==> src/hdl/flia_pkg.sv <==
// shared types and constants of the free list index allocator
`default_nettype none

package flia_pkg;

  localparam int unsigned OP_W   = 2;
  localparam int unsigned STAT_W = 2;
  localparam int unsigned IDX_W  = 10;
  localparam int unsigned CNT_W  = 11;

  localparam logic [CNT_W-1:0] POOL_SIZE_RST = 11'd1024;

  typedef enum logic [OP_W-1:0] {
    OP_ALLOC  = 2'd0,
    OP_FREE   = 2'd1,
    OP_REFILL = 2'd2
  } op_e;

  typedef enum logic [STAT_W-1:0] {
    ST_OK        = 2'd0,
    ST_EXHAUSTED = 2'd1,
    ST_OVERFLOW  = 2'd2
  } status_e;

  typedef enum logic [1:0] {
    S_CLEAR = 2'd0,
    S_IDLE  = 2'd1,
    S_POP   = 2'd2
  } state_e;

  typedef struct packed {
    logic    pop;
    logic    push;
    logic    refill;
    logic    sweep_step;
    logic    load_imm;
    logic    load_pop;
    status_e res_status;
  } ctl_cmd_t;

  typedef struct packed {
    logic empty;
    logic full;
    logic eff_zero;
    logic sweep_last;
    logic out_free;
  } dp_status_t;

endpackage

`default_nettype wire

==> src/hdl/flia_ctrl.sv <==
// controller state machine of the free list index allocator
`default_nettype none

module flia_ctrl (
  input  wire logic                         clk_i,
  input  wire logic                         rst_ni,
  input  wire logic                         in_valid_i,
  input  wire logic [flia_pkg::OP_W-1:0]    op_i,
  input  wire flia_pkg::dp_status_t         sts_i,
  output logic                              in_ready_o,
  output flia_pkg::ctl_cmd_t                cmd_o
);

  flia_pkg::state_e state_q, state_d;
  logic             accept;

  assign in_ready_o = (state_q == flia_pkg::S_IDLE) && sts_i.out_free;
  assign accept     = in_valid_i && in_ready_o;

  always_ff @(posedge clk_i or negedge rst_ni) begin
    if (!rst_ni) begin
      state_q <= flia_pkg::S_CLEAR;
    end else begin
      state_q <= state_d;
    end
  end

  always_comb begin
    state_d = state_q;
    unique case (state_q)
      flia_pkg::S_CLEAR: begin
        if (sts_i.sweep_last) state_d = flia_pkg::S_IDLE;
      end
      flia_pkg::S_IDLE: begin
        if (accept) begin
          unique case (op_i)
            flia_pkg::OP_ALLOC: begin
              if (!sts_i.empty) state_d = flia_pkg::S_POP;
            end
            flia_pkg::OP_REFILL: begin
              if (!sts_i.eff_zero) state_d = flia_pkg::S_CLEAR;
            end
            default: state_d = flia_pkg::S_IDLE;
          endcase
        end
      end
      flia_pkg::S_POP: state_d = flia_pkg::S_IDLE;
      default: state_d = flia_pkg::S_IDLE;
    endcase
  end

  always_comb begin
    cmd_o            = '0;
    cmd_o.res_status = flia_pkg::ST_OK;
    unique case (state_q)
      flia_pkg::S_CLEAR: cmd_o.sweep_step = 1'b1;
      flia_pkg::S_IDLE: begin
        if (accept) begin
          unique case (op_i)
            flia_pkg::OP_ALLOC: begin
              if (sts_i.empty) begin
                cmd_o.load_imm   = 1'b1;
                cmd_o.res_status = flia_pkg::ST_EXHAUSTED;
              end else begin
                cmd_o.pop = 1'b1;
              end
            end
            flia_pkg::OP_FREE: begin
              cmd_o.load_imm = 1'b1;
              if (sts_i.full) begin
                cmd_o.res_status = flia_pkg::ST_OVERFLOW;
              end else begin
                cmd_o.push = 1'b1;
              end
            end
            flia_pkg::OP_REFILL: begin
              cmd_o.refill   = 1'b1;
              cmd_o.load_imm = 1'b1;
            end
            default: cmd_o.load_imm = 1'b1;
          endcase
        end
      end
      flia_pkg::S_POP: cmd_o.load_pop = 1'b1;
      default: cmd_o = '0;
    endcase
  end

endmodule

`default_nettype wire

==> config.mk <==
export PLATFORM = sky130hd
export DESIGN_NAME = flia_ctrl
export DESIGN_NICKNAME = d
export VERILOG_FILES = /design/src/hdl/flia_pkg.sv /design/src/hdl/flia_ctrl.sv
export SDC_FILE = /design/constraint.sdc
export NUM_CORES = 1
export LEC_CHECK = 0
export BUFFER_PORTS_ARGS = -buffer_cell sky130_fd_sc_hd__buf_2
export CORE_AREA = 5 5 42 44
export DETAILED_ROUTE_END_ITERATION = 8
export DIE_AREA = 0 0 47 49
export GPL_ROUTABILITY_DRIVEN = 0
export PLACE_DENSITY_LB_ADDON = 0.3
export SYNTH_ARGS = -nofsm -noshare
export SYNTH_HDL_FRONTEND = slang
export SYNTH_SLANG_ARGS = --single-unit
export TNS_END_PERCENT = 5
==> constraint.sdc <==
create_clock -name clk_i -period 1.78 [get_ports clk_i]
set_clock_uncertainty 0.2 [all_clocks]
set_input_delay 0.356 -clock clk_i [delete_from_list [all_inputs] [get_ports clk_i]]
set_output_delay 0.356 -clock clk_i [all_outputs]
set_load 0.05 [all_outputs]
==> key figures <==
Status
  – Status: finished, violations left
  – Violated checks: negative setup slack

Clocking
  – Worst-Skew Late Latency: 0.22 ns
  – Clock root cell: clkbuf_4
  – Sinks on the clock net: 2
  – Number of buffers created by CTS: 3
  – Setup Buffers After CTS: 0
  – Max Root-Sink Buffers: 2
  – Clock slew at reported path FFs: 0.03 ns
  – CTS tree: built
  – H-tree depth: 1

STA
  – Final TNS setup: -0.390 ns
  – Final setup vio count: 6
  – Worst setup margin: -0.107 ns
  – Hold violation count in the final report: 0
  – Crit path time final: 1.89 ns
  – Fmax: 530 MHz
  – WHS: 0.189 ns
  – RSZ-0062 raised after global routing: yes
  – Crit share post-route: 1.06
  – Actual slew at the worst max-slew pin: 0.253 ns
  – Slew HR: 0.831
  – Slew Viols, Final: 0

Power and ir drop
  – Leak: 0.207 nW
  – Final Power: 0.243 mW
  – Pwr Density: 537 nW/um2
  – Peak supply drop: 0.169 mV

Placement
  – Pre-CTS setup slack: 0.00585 ns
  – Post-detail-place hpwl: 547 um
  – Placed instance count: 56
  – # port buffers: 18
  – Area after DPL: 378 um2

Worst setup path
  – Crit. End Element: primary output
  – CP bufs+invs: 1
  – R2R Setup Slk: 0.36 ns
  – Worst path cell trace: nand4b_4, nor4b_4, buf_6
  – Critical Path AT: 1.33 ns
  – Crit start category: flip-flop
  – Critical-path maximum fanout: 7
  – CP required: 1.22 ns
  – CP max stage cell: dfrtp_1
  – Crit-path leading delay family: simple AND/OR/NAND/NOR gates
  – Crit path largest cell delay: 0.37 ns
  – Kind of critical path: reg2out

Detailed routing
  – Routed Wire Length: 716 um
  – DRT Pass-1 Iters: 2
  – Wirelength per Cell: 11.9 um
  – Via count: 259
  – Post-DR vias/cell: 4.32
  – Post-route ant nets: 0
  – Drc violations: 0
  – DR iter-0 viols: 4

Floorplanning
  – Starting Density: 0.144
  – Core area: 1400 um2
  – IO Pins: 19
  – Die area: 2300 um2
  – Die Height: 49 um
  – Die X-Extent: 47 um
  – Cell row count: 14

Job
  – Max Cap Violations: 0

Yosys
  – Yosys top cell area share: 0.248
  – Synth cell count leaders: dfrtp_1, nor2_1, nor3_1, nor4_1, nor4b_1
  – Number of enable flip-flop cells after synthesis: 0
  – Register area share after synthesis: 0.248
  – Synth warn: 0
  – Synth top area cells: dfrtp_1, nand4b_4, nor4b_1
  – Async SR Flop Fraction: 1.00
  – Synthesized instance count: 20
  – Synthesized Nets: 30
  – Post-synth top flop: dfrtp_1
  – Distinct cells, synth: 15
  – Largest area contributor in the netlist: dfrtp_1
  – Syn avg cell area: 10.1 um2
  – Seq cells post-synth: 2
  – Post-Syn Area: 201 um2

Final layout
  – Largest register FFs: 2
  – # diodes: 0
  – Register Area: 50.0 um2
  – Share of cells above drive strength 1: 0.705
  – P&R area growth vs syn: 125%
  – Fin util: 0.323
  – Top flop regs: state_q x2
  – Design area: 453 um2
  – Biggest register: state_q
  – Non-filler cells, final: 60
  – Multi-input logic area: 191 um2
  – Fillers: 155
  – Fin nets: 56

Global routing
  – Total grt overflow: 0
  – GRT Total Usage: 0.0761
  – Global-route wire length before repair: 1.16 mm
  – Largest net degree at the start of global routing: 9
  – Initial antenna violation count: 0
  – Vias in the first global route: 286

Worst hold path
  – Worst Hold Class: in2reg
==> final cells by class <==
cell class              instances  share of cell area
flip-flops and latches          2               0.110
well taps                      16              0.0442
clock buffers                   3              0.0497
repair buffers                 22               0.365
inverters                       1             0.00829
multi-input cells              16               0.423
==> cell families (layout without fill, tap and decap cells) <==
kind of cell    after synthesis  in the layout  share of synthesized area
buf+inv                       2             26                     0.0745
flops                         2              2                      0.248
simple gates                 14             14                      0.559
compound gates                1              1                     0.0435
mux                           1              1                     0.0745
==> layout by cell type (no fill, tap or decap) <==
master	instances
dlygate4sd3_1	1
buf_6	6
or3_1	1
mux2_4	1
nor4b_4	2
dfrtp_1	2
nor3_1	1
nor3_2	1
and2b_1	1
o31a_1	1
nor4_4	1
nor3b_2	1
buf_4	3
and3b_1	1
nor4_1	1
clkbuf_4	5
nand4bb_1	1
nor2_1	2
buf_2	10
inv_1	1
nand4b_4	1
==> worst paths after layout <==
path                       depth (start not counted)          to  startpoint
min                                                2  state_q[1]    sts_i[4]
max in group asynchronous                          2  state_q[0]      rst_ni
min in group asynchronous                          2  state_q[1]      rst_ni
min reg2reg                                        3  state_q[0]  state_q[1]
max                                                3    cmd_o[1]  state_q[1]
max reg2reg                                        3  state_q[0]  state_q[1]
==> metal layers <==
| metal | global-route usage | up-vias | share of wire |
|---|---|---|---|
| met5 | 0 | - | 0 |
| met4 | 0.0829 | 0 | 0.036 |
| met3 | 0.0406 | 4 | 0.16 |
| met2 | 0.0860 | 21 | 0.36 |
| met1 | 0.0901 | 108 | 0.44 |
| li1 | - | 126 | - |
==> what timing repair did <==
| item | in CTS | in global routing |
|---|---|---|
| endpoints found under the hold margin | 2 | 0 |
| pin swaps | 1 | 1 |
| endpoints found under the setup margin | 6 | 8 |
| gates resized for setup | 12 | 2 |
| hold buffers | 1 | 0 |
==> report_power, final <==
part / internal [mW] / switching [mW]
Combinational: 0.0372 / 0.0562
Sequential: 0.0477 / 0.00174
Clock: 0.0744 / 0.0260
Total: 0.159 / 0.0839
Note: power is estimated with default switching activity, not from simulation.
